==> src/bfbp_pkg.sv <==
// ----------------------------------------------------------------------------
// bfbp_pkg
// shared types, codes and defaults of the best-fit buffer pool
// ----------------------------------------------------------------------------
package bfbp_pkg;

	localparam int SLOTS_DEF     = 16;
	localparam int SIZE_BITS_DEF = 24;

	localparam int FUNC_W   = 2;
	localparam int REQ_W    = 24;
	localparam int HANDLE_W = 4;
	localparam int SLOT_O_W = 4;
	localparam int STAMP_W  = 16;
	localparam int MAXB_W   = 5;

	localparam logic [FUNC_W-1:0] FUNC_REQUEST = 2'd0;
	localparam logic [FUNC_W-1:0] FUNC_RELEASE = 2'd1;
	localparam logic [FUNC_W-1:0] FUNC_ABORT   = 2'd2;

	localparam logic [MAXB_W-1:0] MAXB_RESET = 5'd16;

	// apb register map
	localparam int          PADDR_W          = 2;
	localparam logic [1:0]  ADDR_MAX_BUFFERS = 2'd0;

	typedef enum logic [2:0] {
		ST_REUSED   = 3'd0,
		ST_NEW      = 3'd1,
		ST_EVICT    = 3'd2,
		ST_WAIT     = 3'd3,
		ST_ABORTED  = 3'd4,
		ST_RELEASED = 3'd5,
		ST_IGNORED  = 3'd6
	} status_t;

	typedef enum logic [1:0] {
		CMD_REQUEST,
		CMD_RELEASE,
		CMD_ABORT,
		CMD_IGNORE
	} cmd_t;

	typedef enum logic [1:0] {
		BK_IDLE,
		BK_SCAN,
		BK_DRAIN,
		BK_COMMIT
	} back_state_t;

	typedef struct packed {
		cmd_t                cmd;
		logic [REQ_W-1:0]    size;
		logic [HANDLE_W-1:0] handle;
	} item_t;

	typedef struct packed {
		status_t             status;
		logic [SLOT_O_W-1:0] slot;
		logic [REQ_W-1:0]    slot_size;
		logic [SLOT_O_W-1:0] evicted_slot;
	} result_t;

endpackage

==> src/bfbp_if.sv <==
// ----------------------------------------------------------------------------
// bfbp channel interfaces
// valid/ready channels for commands into and results out of the pool
// ----------------------------------------------------------------------------
interface bfbp_in_if;
	logic        valid;
	logic        ready;
	logic [1:0]  func;
	logic [23:0] request_size;
	logic [3:0]  release_handle;
	logic        handle_is_null;

	modport source (output valid, func, request_size, release_handle, handle_is_null,
		input ready);
	modport sink (input valid, func, request_size, release_handle, handle_is_null,
		output ready);
endinterface

interface bfbp_out_if;
	logic        valid;
	logic        ready;
	logic [2:0]  status;
	logic [3:0]  slot;
	logic [23:0] slot_size;
	logic [3:0]  evicted_slot;

	modport source (output valid, status, slot, slot_size, evicted_slot, input ready);
	modport sink (input valid, status, slot, slot_size, evicted_slot, output ready);
endinterface

==> src/best_fit_buffer_pool_unit.sv <==
// ----------------------------------------------------------------------------
// best_fit_buffer_pool_unit
// best-fit buffer slot allocator with eviction, release and abort
// ----------------------------------------------------------------------------
// usage
//   in_ch carries one command per beat: request a buffer of at least
//   request_size bytes, release a slot handle, or abort the pool.
//   out_ch returns exactly one result beat per command, in order.
//   the apb port holds max_buffers at address 0; write it only while idle.
// scan and command flow
//   a request scans every slot through the size and stamp stores, one slot
//   per cycle; release, abort and ignored commands, and requests once the
//   pool is aborted, skip the scan. the engine works on one command at a
//   time and takes the next from the queue only once it has committed the
//   result of the last, so the slot scan sets the rate.
// reset
//   arst_n clears the pool: nothing tracked, nothing free, stamps at zero,
//   not aborted, max_buffers back to 16. size and stamp stores are not
//   cleared; they are only read for slots that were written.
// back pressure
//   a two-entry queue sits between decode and the engine, so commands are
//   taken while a result waits; when out_ch stalls the engine holds its
//   result and the queue fills, then in_ch.ready drops.
// ----------------------------------------------------------------------------
module best_fit_buffer_pool_unit
	import bfbp_pkg::*;
#(
	parameter int SLOTS     = SLOTS_DEF,
	parameter int SIZE_BITS = SIZE_BITS_DEF
) (
	input  logic               clk,
	input  logic               arst_n,
	bfbp_in_if.sink            in_ch,
	bfbp_out_if.source         out_ch,
	input  logic               psel,
	input  logic               penable,
	input  logic               pwrite,
	input  logic [PADDR_W-1:0] paddr,
	input  logic [31:0]        pwdata,
	output logic [31:0]        prdata,
	output logic               pready
);

	localparam int CNT_W = $clog2(SLOTS + 1);

	logic [MAXB_W-1:0] max_buffers_q;
	logic [CNT_W-1:0]  limit;
	logic              q_valid;
	item_t             q_item;
	logic              q_pop;
	result_t           res;

	// register port: single register, pready always high
	assign pready = 1'b1;
	assign prdata = (paddr == ADDR_MAX_BUFFERS) ? 32'(max_buffers_q) : 32'd0;

	always_ff @(posedge clk or negedge arst_n) begin
		if (!arst_n) begin
			max_buffers_q <= MAXB_RESET;
		end else if (psel && penable && pwrite && pready && paddr == ADDR_MAX_BUFFERS) begin
			max_buffers_q <= pwdata[MAXB_W-1:0];
		end
	end

	// zero acts as one, anything above the pool size acts as the pool size
	always_comb begin
		if (max_buffers_q == '0) begin
			limit = CNT_W'(1);
		end else if (32'(max_buffers_q) > SLOTS) begin
			limit = CNT_W'(SLOTS);
		end else begin
			limit = CNT_W'(max_buffers_q);
		end
	end

	// decode and queue
	bfbp_front #(
		.SLOTS (SLOTS)
	) u_front (
		.clk     (clk),
		.arst_n  (arst_n),
		.in_ch   (in_ch),
		.q_valid (q_valid),
		.q_item  (q_item),
		.q_pop   (q_pop)
	);

	// pool state, scan and result register
	bfbp_back #(
		.SLOTS     (SLOTS),
		.SIZE_BITS (SIZE_BITS)
	) u_back (
		.clk       (clk),
		.arst_n    (arst_n),
		.limit     (limit),
		.q_valid   (q_valid),
		.q_item    (q_item),
		.q_pop     (q_pop),
		.out_valid (out_ch.valid),
		.out_res   (res),
		.out_ready (out_ch.ready)
	);

	assign out_ch.status       = res.status;
	assign out_ch.slot         = res.slot;
	assign out_ch.slot_size    = res.slot_size;
	assign out_ch.evicted_slot = res.evicted_slot;

endmodule

==> src/bfbp_front.sv <==
// ----------------------------------------------------------------------------
// bfbp_front
// command decode and two-entry queue toward the pool engine
// ----------------------------------------------------------------------------
module bfbp_front
	import bfbp_pkg::*;
#(
	parameter int SLOTS = SLOTS_DEF
) (
	input  logic        clk,
	input  logic        arst_n,
	bfbp_in_if.sink     in_ch,
	output logic        q_valid,
	output item_t       q_item,
	input  logic        q_pop
);

	localparam logic [1:0] FULL_CNT = 2'd2;

	item_t      fifo_q [2];
	logic       wr_ptr_q;
	logic       rd_ptr_q;
	logic [1:0] cnt_q;
	item_t      item_in;
	logic       push;
	logic       handle_ok;

	// releases with null or out-of-range handles are turned into ignored commands here already
	always_comb begin
		handle_ok    = (32'(in_ch.release_handle) < SLOTS) && !in_ch.handle_is_null;
		item_in.size   = in_ch.request_size;
		item_in.handle = in_ch.release_handle;
		case (in_ch.func)
			FUNC_REQUEST: item_in.cmd = CMD_REQUEST;
			FUNC_RELEASE: item_in.cmd = handle_ok ? CMD_RELEASE : CMD_IGNORE;
			FUNC_ABORT:   item_in.cmd = CMD_ABORT;
			default:      item_in.cmd = CMD_IGNORE;
		endcase
	end

	assign in_ch.ready = (cnt_q != FULL_CNT);
	assign push        = in_ch.valid && in_ch.ready;
	assign q_valid     = (cnt_q != 2'd0);
	assign q_item      = fifo_q[rd_ptr_q];

	always_ff @(posedge clk) begin
		if (push) begin
			fifo_q[wr_ptr_q] <= item_in;
		end
	end

	always_ff @(posedge clk or negedge arst_n) begin
		if (!arst_n) begin
			wr_ptr_q <= 1'b0;
			rd_ptr_q <= 1'b0;
			cnt_q    <= 2'd0;
		end else begin
			if (push) begin
				wr_ptr_q <= ~wr_ptr_q;
			end
			if (q_pop) begin
				rd_ptr_q <= ~rd_ptr_q;
			end
			case ({push, q_pop})
				2'b10:   cnt_q <= cnt_q + 2'd1;
				2'b01:   cnt_q <= cnt_q - 2'd1;
				default: cnt_q <= cnt_q;
			endcase
		end
	end

endmodule

==> src/bfbp_back.sv <==
// ----------------------------------------------------------------------------
// bfbp_back
// pool state, best-fit scan over the slots and result register
// ----------------------------------------------------------------------------
module bfbp_back
	import bfbp_pkg::*;
#(
	parameter int SLOTS     = SLOTS_DEF,
	parameter int SIZE_BITS = SIZE_BITS_DEF,
	localparam int SLOT_W   = (SLOTS > 1) ? $clog2(SLOTS) : 1,
	localparam int CNT_W    = $clog2(SLOTS + 1)
) (
	input  logic             clk,
	input  logic             arst_n,
	input  logic [CNT_W-1:0] limit,
	input  logic             q_valid,
	input  item_t            q_item,
	output logic             q_pop,
	output logic             out_valid,
	output result_t          out_res,
	input  logic             out_ready
);

	back_state_t state_q, state_d;

	item_t                work_q;
	logic [SLOT_W-1:0]    cnt_q;
	logic                 scan_rd;
	logic                 commit;
	logic                 start_scan;

	logic [SLOTS-1:0]     tracked_q;
	logic [SLOTS-1:0]     is_free_q;
	logic [CNT_W-1:0]     count_q;
	logic [STAMP_W-1:0]   stamp_cnt_q;
	logic                 aborted_q;

	logic [SIZE_BITS-1:0] size_mem  [SLOTS];
	logic [STAMP_W-1:0]   stamp_mem [SLOTS];

	// scan read stage
	logic                 vld_s1;
	logic [SLOT_W-1:0]    idx_s1;
	logic                 tracked_s1;
	logic                 free_s1;
	logic [SIZE_BITS-1:0] size_s1;
	logic [STAMP_W-1:0]   stamp_s1;

	// running winners
	logic                 sm_found_q, fit_found_q, blank_found_q;
	logic [SLOT_W-1:0]    sm_idx_q, fit_idx_q, blank_idx_q;
	logic [SIZE_BITS-1:0] sm_size_q, fit_size_q;
	logic [STAMP_W-1:0]   sm_age_q, fit_age_q;

	logic [SIZE_BITS-1:0] req;
	logic [SLOT_W-1:0]    hidx;
	logic [STAMP_W-1:0]   age_s1;
	logic                 cand, beats_sm, beats_fit;
	logic                 full;

	result_t              res;
	logic                 clr_free, track_new, size_we, rel, set_abort;
	logic [SLOT_W-1:0]    widx;

	assign req  = SIZE_BITS'(work_q.size);
	assign hidx = SLOT_W'(work_q.handle);
	assign full = (count_q >= limit);

	// control sequence
	always_ff @(posedge clk or negedge arst_n) begin
		if (!arst_n) begin
			state_q <= BK_IDLE;
		end else begin
			state_q <= state_d;
		end
	end

	always_comb begin
		state_d    = state_q;
		q_pop      = 1'b0;
		scan_rd    = 1'b0;
		commit     = 1'b0;
		start_scan = 1'b0;
		case (state_q)
			BK_IDLE: begin
				if (q_valid) begin
					q_pop = 1'b1;
					if (q_item.cmd == CMD_REQUEST && !aborted_q) begin
						start_scan = 1'b1;
						state_d    = BK_SCAN;
					end else begin
						state_d = BK_COMMIT;
					end
				end
			end
			BK_SCAN: begin
				scan_rd = 1'b1;
				if (cnt_q == SLOT_W'(SLOTS - 1)) begin
					state_d = BK_DRAIN;
				end
			end
			BK_DRAIN: begin
				state_d = BK_COMMIT;
			end
			BK_COMMIT: begin
				if (!out_valid || out_ready) begin
					commit  = 1'b1;
					state_d = BK_IDLE;
				end
			end
			default: state_d = BK_IDLE;
		endcase
	end

	always_ff @(posedge clk) begin
		if (q_pop) begin
			work_q <= q_item;
		end
	end

	always_ff @(posedge clk or negedge arst_n) begin
		if (!arst_n) begin
			cnt_q <= '0;
		end else if (start_scan) begin
			cnt_q <= '0;
		end else if (scan_rd && cnt_q != SLOT_W'(SLOTS - 1)) begin
			cnt_q <= cnt_q + SLOT_W'(1);
		end
	end

	// size and stamp stores, one write port and one scan read port each
	always_ff @(posedge clk) begin
		if (commit && size_we) begin
			size_mem[widx] <= req;
		end
		if (scan_rd) begin
			size_s1 <= size_mem[cnt_q];
		end
	end

	always_ff @(posedge clk) begin
		if (commit && rel) begin
			stamp_mem[hidx] <= stamp_cnt_q;
		end
		if (scan_rd) begin
			stamp_s1 <= stamp_mem[cnt_q];
		end
	end

	always_ff @(posedge clk or negedge arst_n) begin
		if (!arst_n) begin
			vld_s1 <= 1'b0;
		end else begin
			vld_s1 <= scan_rd;
		end
	end

	always_ff @(posedge clk) begin
		if (scan_rd) begin
			idx_s1     <= cnt_q;
			tracked_s1 <= tracked_q[cnt_q];
			free_s1    <= is_free_q[cnt_q];
		end
	end

	// compare one slot against the running winners
	always_comb begin
		age_s1    = stamp_cnt_q - stamp_s1;
		cand      = vld_s1 && tracked_s1 && free_s1;
		beats_sm  = !sm_found_q || (size_s1 < sm_size_q) ||
			(size_s1 == sm_size_q && age_s1 > sm_age_q);
		beats_fit = (size_s1 >= req) && (!fit_found_q || (size_s1 < fit_size_q) ||
			(size_s1 == fit_size_q && age_s1 > fit_age_q));
	end

	always_ff @(posedge clk or negedge arst_n) begin
		if (!arst_n) begin
			sm_found_q    <= 1'b0;
			fit_found_q   <= 1'b0;
			blank_found_q <= 1'b0;
		end else if (start_scan) begin
			sm_found_q    <= 1'b0;
			fit_found_q   <= 1'b0;
			blank_found_q <= 1'b0;
		end else begin
			if (vld_s1 && !tracked_s1) begin
				blank_found_q <= 1'b1;
			end
			if (cand && beats_sm) begin
				sm_found_q <= 1'b1;
			end
			if (cand && beats_fit) begin
				fit_found_q <= 1'b1;
			end
		end
	end

	always_ff @(posedge clk) begin
		if (vld_s1 && !tracked_s1 && !blank_found_q) begin
			blank_idx_q <= idx_s1;
		end
		if (cand && beats_sm) begin
			sm_idx_q  <= idx_s1;
			sm_size_q <= size_s1;
			sm_age_q  <= age_s1;
		end
		if (cand && beats_fit) begin
			fit_idx_q  <= idx_s1;
			fit_size_q <= size_s1;
			fit_age_q  <= age_s1;
		end
	end

	// outcome of the item and the updates it makes
	always_comb begin
		res       = '{status: ST_IGNORED, slot: '0, slot_size: '0, evicted_slot: '0};
		clr_free  = 1'b0;
		track_new = 1'b0;
		size_we   = 1'b0;
		rel       = 1'b0;
		set_abort = 1'b0;
		widx      = blank_idx_q;
		case (work_q.cmd)
			CMD_REQUEST: begin
				if (aborted_q) begin
					res.status = ST_ABORTED;
				end else if (full && !sm_found_q) begin
					res.status = ST_WAIT;
				end else if (fit_found_q) begin
					res.status    = ST_REUSED;
					res.slot      = SLOT_O_W'(fit_idx_q);
					res.slot_size = REQ_W'(fit_size_q);
					clr_free      = 1'b1;
					widx          = fit_idx_q;
				end else if (full) begin
					res.status       = ST_EVICT;
					res.slot         = SLOT_O_W'(sm_idx_q);
					res.slot_size    = REQ_W'(req);
					res.evicted_slot = SLOT_O_W'(sm_idx_q);
					clr_free         = 1'b1;
					size_we          = 1'b1;
					widx             = sm_idx_q;
				end else if (!blank_found_q) begin
					res.status = ST_WAIT;
				end else begin
					res.status    = ST_NEW;
					res.slot      = SLOT_O_W'(blank_idx_q);
					res.slot_size = REQ_W'(req);
					clr_free      = 1'b1;
					track_new     = 1'b1;
					size_we       = 1'b1;
				end
			end
			CMD_RELEASE: begin
				if (tracked_q[hidx]) begin
					res.status = ST_RELEASED;
					rel        = 1'b1;
				end
			end
			CMD_ABORT: begin
				res.status = ST_ABORTED;
				set_abort  = 1'b1;
			end
			default: res.status = ST_IGNORED;
		endcase
	end

	always_ff @(posedge clk or negedge arst_n) begin
		if (!arst_n) begin
			tracked_q   <= '0;
			is_free_q   <= '0;
			count_q     <= '0;
			stamp_cnt_q <= '0;
			aborted_q   <= 1'b0;
		end else if (commit) begin
			if (clr_free) begin
				is_free_q[widx] <= 1'b0;
			end
			if (track_new) begin
				tracked_q[widx] <= 1'b1;
				count_q         <= count_q + CNT_W'(1);
			end
			if (rel) begin
				is_free_q[hidx] <= 1'b1;
				stamp_cnt_q     <= stamp_cnt_q + STAMP_W'(1);
			end
			if (set_abort) begin
				aborted_q <= 1'b1;
			end
		end
	end

	// result register
	always_ff @(posedge clk or negedge arst_n) begin
		if (!arst_n) begin
			out_valid <= 1'b0;
		end else if (commit) begin
			out_valid <= 1'b1;
		end else if (out_ready) begin
			out_valid <= 1'b0;
		end
	end

	always_ff @(posedge clk) begin
		if (commit) begin
			out_res <= res;
		end
	end

endmodule

==> src/flat_wrapper.sv <==
// flat-port wrapper written by rule: the top's interface ports become plain ports
module best_fit_buffer_pool_unit_flat import bfbp_pkg::*;
#(
	parameter int SLOTS     = SLOTS_DEF,
	parameter int SIZE_BITS = SIZE_BITS_DEF
)
  (clk, arst_n, psel, penable, pwrite, paddr, pwdata, prdata, pready, in_ch_valid, in_ch_func, in_ch_request_size, in_ch_release_handle, in_ch_handle_is_null, in_ch_ready, out_ch_valid, out_ch_status, out_ch_slot, out_ch_slot_size, out_ch_evicted_slot, out_ch_ready);
  bfbp_in_if in_ch_i ();
  bfbp_out_if out_ch_i ();
  input  logic clk;
  input  logic arst_n;
  input  logic psel;
  input  logic penable;
  input  logic pwrite;
  input  logic [PADDR_W-1:0] paddr;
  input  logic [31:0] pwdata;
  output logic [31:0] prdata;
  output logic pready;
  input wire logic [$bits(in_ch_i.valid)-1:0] in_ch_valid;
  input wire logic [$bits(in_ch_i.func)-1:0] in_ch_func;
  input wire logic [$bits(in_ch_i.request_size)-1:0] in_ch_request_size;
  input wire logic [$bits(in_ch_i.release_handle)-1:0] in_ch_release_handle;
  input wire logic [$bits(in_ch_i.handle_is_null)-1:0] in_ch_handle_is_null;
  output wire logic [$bits(in_ch_i.ready)-1:0] in_ch_ready;
  output wire logic [$bits(out_ch_i.valid)-1:0] out_ch_valid;
  output wire logic [$bits(out_ch_i.status)-1:0] out_ch_status;
  output wire logic [$bits(out_ch_i.slot)-1:0] out_ch_slot;
  output wire logic [$bits(out_ch_i.slot_size)-1:0] out_ch_slot_size;
  output wire logic [$bits(out_ch_i.evicted_slot)-1:0] out_ch_evicted_slot;
  input wire logic [$bits(out_ch_i.ready)-1:0] out_ch_ready;
  assign in_ch_i.valid = in_ch_valid;
  assign in_ch_i.func = in_ch_func;
  assign in_ch_i.request_size = in_ch_request_size;
  assign in_ch_i.release_handle = in_ch_release_handle;
  assign in_ch_i.handle_is_null = in_ch_handle_is_null;
  assign in_ch_ready = in_ch_i.ready;
  assign out_ch_valid = out_ch_i.valid;
  assign out_ch_status = out_ch_i.status;
  assign out_ch_slot = out_ch_i.slot;
  assign out_ch_slot_size = out_ch_i.slot_size;
  assign out_ch_evicted_slot = out_ch_i.evicted_slot;
  assign out_ch_i.ready = out_ch_ready;
  best_fit_buffer_pool_unit #(.SLOTS(SLOTS), .SIZE_BITS(SIZE_BITS)) u_core (.clk(clk), .arst_n(arst_n), .in_ch(in_ch_i), .out_ch(out_ch_i), .psel(psel), .penable(penable), .pwrite(pwrite), .paddr(paddr), .pwdata(pwdata), .prdata(prdata), .pready(pready));
endmodule
==> config.mk <==
export PLATFORM = sky130hd
export DESIGN_NAME = best_fit_buffer_pool_unit_flat
export DESIGN_NICKNAME = d
export VERILOG_FILES = /design/src/bfbp_pkg.sv /design/src/bfbp_if.sv /design/src/best_fit_buffer_pool_unit.sv /design/src/bfbp_front.sv /design/src/bfbp_back.sv /design/src/flat_wrapper.sv
export SDC_FILE = /design/constraint.sdc
export NUM_CORES = 1
export LEC_CHECK = 0
export ABC_AREA = 1
export BUFFER_PORTS_ARGS = -buffer_cell sky130_fd_sc_hd__buf_2
export CORE_MARGIN = 2
export CORE_UTILIZATION = 55
export DETAILED_ROUTE_END_ITERATION = 6
export PLACE_DENSITY_LB_ADDON = 0.05
export RECOVER_POWER = 100
export SKIP_CTS_REPAIR_TIMING = 1
export SYNTH_ARGS = -nofsm -noshare
export SYNTH_HDL_FRONTEND = slang
export SYNTH_SLANG_ARGS = --single-unit
==> constraint.sdc <==
create_clock -name clk -period 8.4 [get_ports clk]
set_input_delay 2.52 -clock clk [delete_from_list [all_inputs] [get_ports clk]]
set_output_delay 2.52 -clock clk [all_outputs]
set_load 0.02 [all_outputs]
==> results of run 1 <==
[registers in the layout (all words and copies together) (netlist names), 24 cells and up]
name,cells
u_core.u_back.fit_size_q,24
u_core.u_back.size_s1,24
u_core.u_back.sm_size_q,24
u_core.u_back.out_res,35
u_core.u_front.fifo_q,60
u_core.u_back.req,24
u_core.u_back.stamp_mem,256
u_core.u_back.size_mem,384
[area by class of cell]
class	instances	area, um2	area share [%]
Inverter	244	925	2.02
Multi-Input combinational cell	1983	10700	23.3
Clock inverter	64	704	1.54
Sequential cell	977	29000	63.3
Clock buffer	122	2650	5.77
Tap cell	969	1210	2.65
Timing Repair Buffer	148	649	1.42
[worst max-delay path: stages]
cell and delay [ns]:
buf_2 0.08, inv_1 0.07, nand2_1 0.11, nand2_1 0.06
inv_1 1.12, nand3_1 0.87, inv_1 0.93, nand3_1 0.19
inv_1 0.84
[stage by stage]
step	utilization (%)	instances	power [mW]
global placement	57.5	4321	11.5
global route	61.6	4507	17.1
CTS	62.0	4507	16.2
detailed placement	57.5	4321	11.7
floorplan	-	3388	9.89
finish	61.6	4507	16.1
[cells by family (layout without fill, tap and decap cells)]
family | Yosys count | after routing | share of synthesized area, %
AND/OR/NAND/NOR | 1061 | 1061 | 10.6
flip-flops | 977 | 977 | 70.2
AO/OA/AOI/OAI | 720 | 720 | 10.0
buffers and inverters | 428 | 578 | 4.26
adder cells (fa/ha/maj) | 137 | 137 | 4.17
XOR/XNOR | 36 | 36 | 0.764
other | 2 | 28 | 0.0182
multiplexers | 1 | 1 | 0.0273
[metal layers]
layer / GRT usage (%) / part of all wire [%] / vias up / routed length, um
met4: 7.50 / 2.2 / 0 / 2190
met5: 0 / 0 / - / 0
met3: 4.61 / 8.4 / 144 / 8190
li1: - / - / 12200 / -
met2: 38.0 / 44 / 1030 / 43100
met1: 38.0 / 45 / 12900 / 44500
[power groups by stage]
| stage | registers, mW | clock network [mW] | logic [mW] |
|---|---|---|---|
| floorplan | 6.79 | 0 | 3.10 |
| global placement | 6.79 | 0 | 4.72 |
| detailed placement | 6.82 | 0 | 4.92 |
| CTS | 6.72 | 4.56 | 4.94 |
| global route | 6.81 | 4.76 | 5.48 |
| finish | 6.75 | 4.49 | 4.92 |
[how the worst max path moves through the flow]
stage | start | endpoint | slack [ns] | cells past startpoint
after floorplan | out_ch_ready | u_core.u_back.size_mem[10][0] | 2.68 | 9
after global placement | out_ch_ready | u_core.u_back.stamp_mem[12][3] | 2.69 | 9
after detailed placement | out_ch_ready | u_core.u_back.stamp_mem[12][5] | 2.62 | 9
after CTS | paddr[1] | prdata[1] | 2.74 | 5
after global routing | out_ch_ready | u_core.u_back.stamp_mem[12][4] | 1.44 | 9
final | out_ch_ready | u_core.u_back.stamp_mem[12][4] | 1.83 | 9
[cell usage in the layout (no fill, tap or decap), drive strengths merged, types with 2 or more instances in the layout]
| cell | netlist | final |
|---|---|---|
| edfxtp | 903 | 903 |
| nand2 | 453 | 453 |
| nor2 | 431 | 431 |
| o21ai | 378 | 378 |
| inv | 243 | 247 |
| clkbuf | 130 | 231 |
| nand3 | 142 | 142 |
| ha | 136 | 136 |
| a21oi | 117 | 117 |
| o22ai | 102 | 102 |
| dfrtp | 73 | 73 |
| o221ai | 64 | 64 |
| clkinv | 1 | 44 |
| buf | 54 | 39 |
| conb | 2 | 28 |
| xor2 | 23 | 23 |
| o211ai | 22 | 22 |
| nor3 | 14 | 14 |
| nand4 | 13 | 13 |
| xnor2 | 13 | 13 |
| bufinv | 0 | 13 |
| a31oi | 9 | 9 |
| a22oi | 8 | 8 |
| o21bai | 8 | 8 |
| o21a | 4 | 4 |
| nor4 | 4 | 4 |
| clkinvlp | 0 | 4 |
| a211oi | 2 | 2 |
| nand3b | 2 | 2 |
==> metrics.txt, run 1 <==
layout net count=3662; Die Ht=278 um; Area contributors post-synth=edfxtp_1 66%, o21ai_0 4.5%, dfrtp_1 4.4%; DRC violations left=0; Clock Path Buffers=3; Avg Inst Size Synth=12.3 um2; CTS tree=done; area growth from synthesis to layout=10.9%; CP endpoint kind=flop; die width=278 um; antenna violations before repair=2; count of different cell masters after synthesis=53; max-cap violations=28; final hold slack=0.474 ns; crit-path max FO=39; Hold WC Path Type=reg2reg; final hold violation count=0; Worst Setup Slack, final=1.83 ns; layout cells sized above 1=under 10%; gpl congestion=around 0.83; YS warnings=0; logic gate share of total power=a little under a third; vias in the first global route=25700; Synth top area share=around 66%; vias per cell=5.84; Hold Crit Endpoint=u_core.u_back.is_free_q[9]; final slew viol count=949; maximum vdd drop=roughly 0.30 mV; Post-DRT Antenna Nets=0; crit path time final=roughly 6.6 ns; Setup violations, final=0; cell-internal power=10.3 mW; Post-Route Setup TNS=0 ns; Reg clk slew, reported paths=0.07 ns; FMAX=152 MHz; Final Cell Area=45800 um2; Reg-to-Reg End=u_core.u_back.stamp_s1[7]; Post-synth top flop=edfxtp_1; max_slew headroom=-144%; clk sinks=977; CP Launch Type=input pin; hold wc startpoint=u_core.u_back.is_free_q[9]; I/O Pins=142; arrival time at the worst endpoint=6.84 ns; switching power=between 5 and 6 mW; routed len/inst=21.7 um; largest net degree at the start of global routing=202; Detailed Route WL=98000 um; Crit Path Category=in2reg; Post-Place Setup Slack=2.62 ns; Cell Pwr Density=353 nW/um2; Synth async-reset ratio=7.57%; clock root buffer=clkbuf_16; status=finished, violations left; Reg2Reg Launch Point=u_core.u_back.cnt_q[1]; Post-synth EDFFs=903; die area=~77000 um2; first-pass GRT wire length=149000 um; Clk pwr share=27.8%; vias=approximately 26000; GRT Overall Usage=between 20% and 30%; WP data required=8.67 ns; most instantiated cells after synthesis=903 x edfxtp_1, 443 x nand2_1, 417 x nor2_1; fill cell count=5760; clk_skew=between 0.02 and 0.025 ns; fin crit share=78.2%; Reg power frac=41.8%; R2R Setup Slk=roughly 2.3 ns; H-tree depth=3; Starting Density=55.6%; Num CTS Buffers=99; RSZ-0062 raised after global routing=no; TritonRoute pass-1 iters=7; # diodes=0; failing checks=capacitance limit, slew limit; sw frac=a little over a third; Yosys top cell by area=edfxtp_1; synthesized area=between 40000 and 50000 um2; grt ovf=0; DPL Wire Length=just under 60000 um; DR iter-0 viols=roughly 2700; register bit total from synthesis=977; Post-DP Area=around 43000 um2; post-synthesis sequential area ratio=a little over two thirds; core box area=74300 um2; hold depth=2; worst-skew pair later-pin latency=0.66 ns; Leak Pwr=16.5 nW; Post-Syn Instances=roughly 3400; row cnt=100; depth of the worst register-to-register path=6; worst-margin pin slew=3.66 ns; port bufs=86; most frequent cell after synthesis=edfxtp_1
Power figures use the tool's default switching activity.
==> inputs of run 2 (changes only) <==
clock period = 5.3 ns   (was 8.4 ns; I/O delays follow)
==> metrics.txt, run 2 (synthesized netlist as in run 1, its figures left out) <==
worst-margin pin slew=2.89 ns; clk_skew=0.0261 ns; Most flops, register=u_core.u_back.size_mem; routed len/inst=22.3 um; layout net count=~3700; crit-path max cell delay=0.63 ns; # diodes=0; TritonRoute pass-1 iters=5; clock root buffer=clkbuf_16; biggest regs=u_core.u_back.size_mem: 384 flops, u_core.u_back.stamp_mem: 256 flops, u_core.u_front.fifo_q: 60 flops; I/O Pins=approximately 140; status=finished, violations left; failing checks=capacitance limit, slew limit; RSZ-0062 raised after global routing=no; core box area=between 70000 and 80000 um2; WP data required=approximately 5.6 ns; Num CTS Buffers=101; Reg2Reg Launch Point=u_core.u_back.stamp_cnt_q[3]; CP endpoint kind=flop; Setup violations, final=0; Die Ht=approximately 280 um; Clk pwr share=27.9%; max-cap violations=7; Clock Path Buffers=3; fin crit share=about nine tenths; Post-Place Setup Slack=0.708 ns; crit-path most repeated cell=nand2_1; Reg power frac=41.5%; die area=just under 80000 um2; clk sinks=977; Post-Route Setup TNS=0 ns; DR iter-0 viols=between 3000 and 4000; critical-path cell list=ha_1 -> nand2_1 -> o21ai_0 -> a31oi_1 -> o21ai_0 -> a21oi_1 -> xnor2_1 -> ha_1 -> nand2_1 -> nor2_1 -> nand2_1 -> nor4_1 -> nor3_1 -> nand2_1 -> nand3_1 -> nand2_1 -> nor2_4 -> clkbuf_2; maximum vdd drop=0.361 mV; grt ovf=0; arrival time at the worst endpoint=5.15 ns; crit path time final=4.86 ns; CP Launch Type=flop; Starting Density=55.6%; row cnt=100; cell-internal power=roughly 16 mW; crit path from=u_core.u_back.stamp_cnt_q[3]; most frequent cells in the layout=903 x edfxtp_1, 451 x nand2_1, 400 x nor2_1; final hold violation count=0; CTS tree=done; Post-DRT Antenna Nets=0; sw frac=36.2%; Cell Pwr Density=around 560 nW/um2; final slew viol count=around 260; layout cells sized above 1=7.77%; Reg clk slew, reported paths=approximately 0.060 ns; Worst Setup Slack, final=between 0.4 and 0.5 ns; FMAX=206 MHz; vias=roughly 27000; switching power=9.28 mW; die width=278 um; DPL Wire Length=60000 um; Detailed Route WL=101000 um; gpl congestion=0.884; vias in the first global route=roughly 26000; most common cell after layout, fill and taps aside=edfxtp_1; vias per cell=5.86; crit-path max FO=20; Tot Pwr=25.7 mW; slowest library cell on the worst path=dfrtp_1; hold wc startpoint=u_core.u_back.is_free_q[2]; max_slew headroom=-93.0%; logic gate share of total power=30.6%; Leak Pwr=16.7 nW; Crit Path Category=reg2reg; first-pass GRT wire length=about 150000 um; DRC violations left=0; worst-skew pair later-pin latency=0.66 ns; largest net degree at the start of global routing=165; antenna violations before repair=6; port bufs=86; max reg flops=roughly 380; GRT Overall Usage=26.0%; H-tree depth=3; area growth from synthesis to layout=11.4%; Hold WC Path Type=reg2reg
-- run 2: changes by cell type in the layout (fill, tap and decap cells not counted), moves of 6 or more --
cell / delta
clkbuf_2: +21
buf_4: +12
clkbuf_1: -11
clkbuf_4: +7
clkinv_1: -7
nand2_1: +7
o21ai_0: -7
o21ai_1: +7
nand2_2: -6
-- run 2: critical path, delay by kind of cell (launching register included) --
family | cells | cell delay, ns
AO/OA/AOI/OAI | 4 | 1.26
adder cells (fa/ha/maj) | 2 | 0.89
AND/OR/NAND/NOR | 10 | 0.80
flip-flops | 1 | 0.63
buffers and inverters | 1 | 0.46
XOR/XNOR | 1 | 0.45
-- run 2: cell type report --
type | instances | area, um2
Timing Repair Buffer | 172 | 838
Multi-Input combinational cell | 1983 | 10700
Sequential cell | 977 | 29000
Tap cell | 969 | 1210
Clock buffer | 133 | 2760
Fill cell | 5844 | 28300
Clock inverter | 54 | 632
Inverter | 244 | 926
-- run 2: final timing paths --
kind | to | slack (ns) | depth (start not counted)
min in group asynchronous | u_core.u_front.rd_ptr_q | 1.82 | 1
max reg2reg | u_core.u_back.fit_age_q[2] | 0.44 | 18
max in group asynchronous | u_core.u_back.tracked_q[7] | 1.30 | 2
min | u_core.u_back.is_free_q[2] | 0.47 | 2
min reg2reg | u_core.u_back.is_free_q[2] | 0.47 | 2
max | u_core.u_back.fit_age_q[2] | 0.44 | 18
-- run 2: per-stage QoR --
stage | instances | area, um2 | hold WS [ns] | utilization, %
6_report | 4532 | 46000 | 0.466 | 61.9
2_1_floorplan | 3388 | 41400 | 0.420 | -
4_1_cts | 4532 | 46300 | 0.470 | 62.3
3_5_place_dp | 4345 | 42900 | 0.455 | 57.8
3_3_place_gp | 4345 | 42900 | 0.451 | 57.8
5_1_grt | 4532 | 46000 | 0.494 | 61.9
-- run 2: layer usage --
| layer | part of all wire [%] | track usage, % | routed length, um | vias up |
|---|---|---|---|---|
| met5 | 0 | 0 | 0 | - |
| met4 | 2.1 | 7.60 | 2130 | 0 |
| met3 | 8.2 | 4.00 | 8290 | 147 |
| met2 | 45 | 40.1 | 45800 | 1057 |
| met1 | 44 | 38.6 | 44700 | 13100 |
| li1 | - | - | - | 12200 |
-- run 2: power by group through the flow --
stage	logic, mW	clock network [mW]	registers (mW)
2_1_floorplan	4.92	0	10.8
3_3_place_gp	7.57	0	10.7
3_5_place_dp	7.86	0	10.8
4_1_cts	7.92	7.27	10.6
5_1_grt	8.73	7.59	10.7
6_report	7.85	7.17	10.7
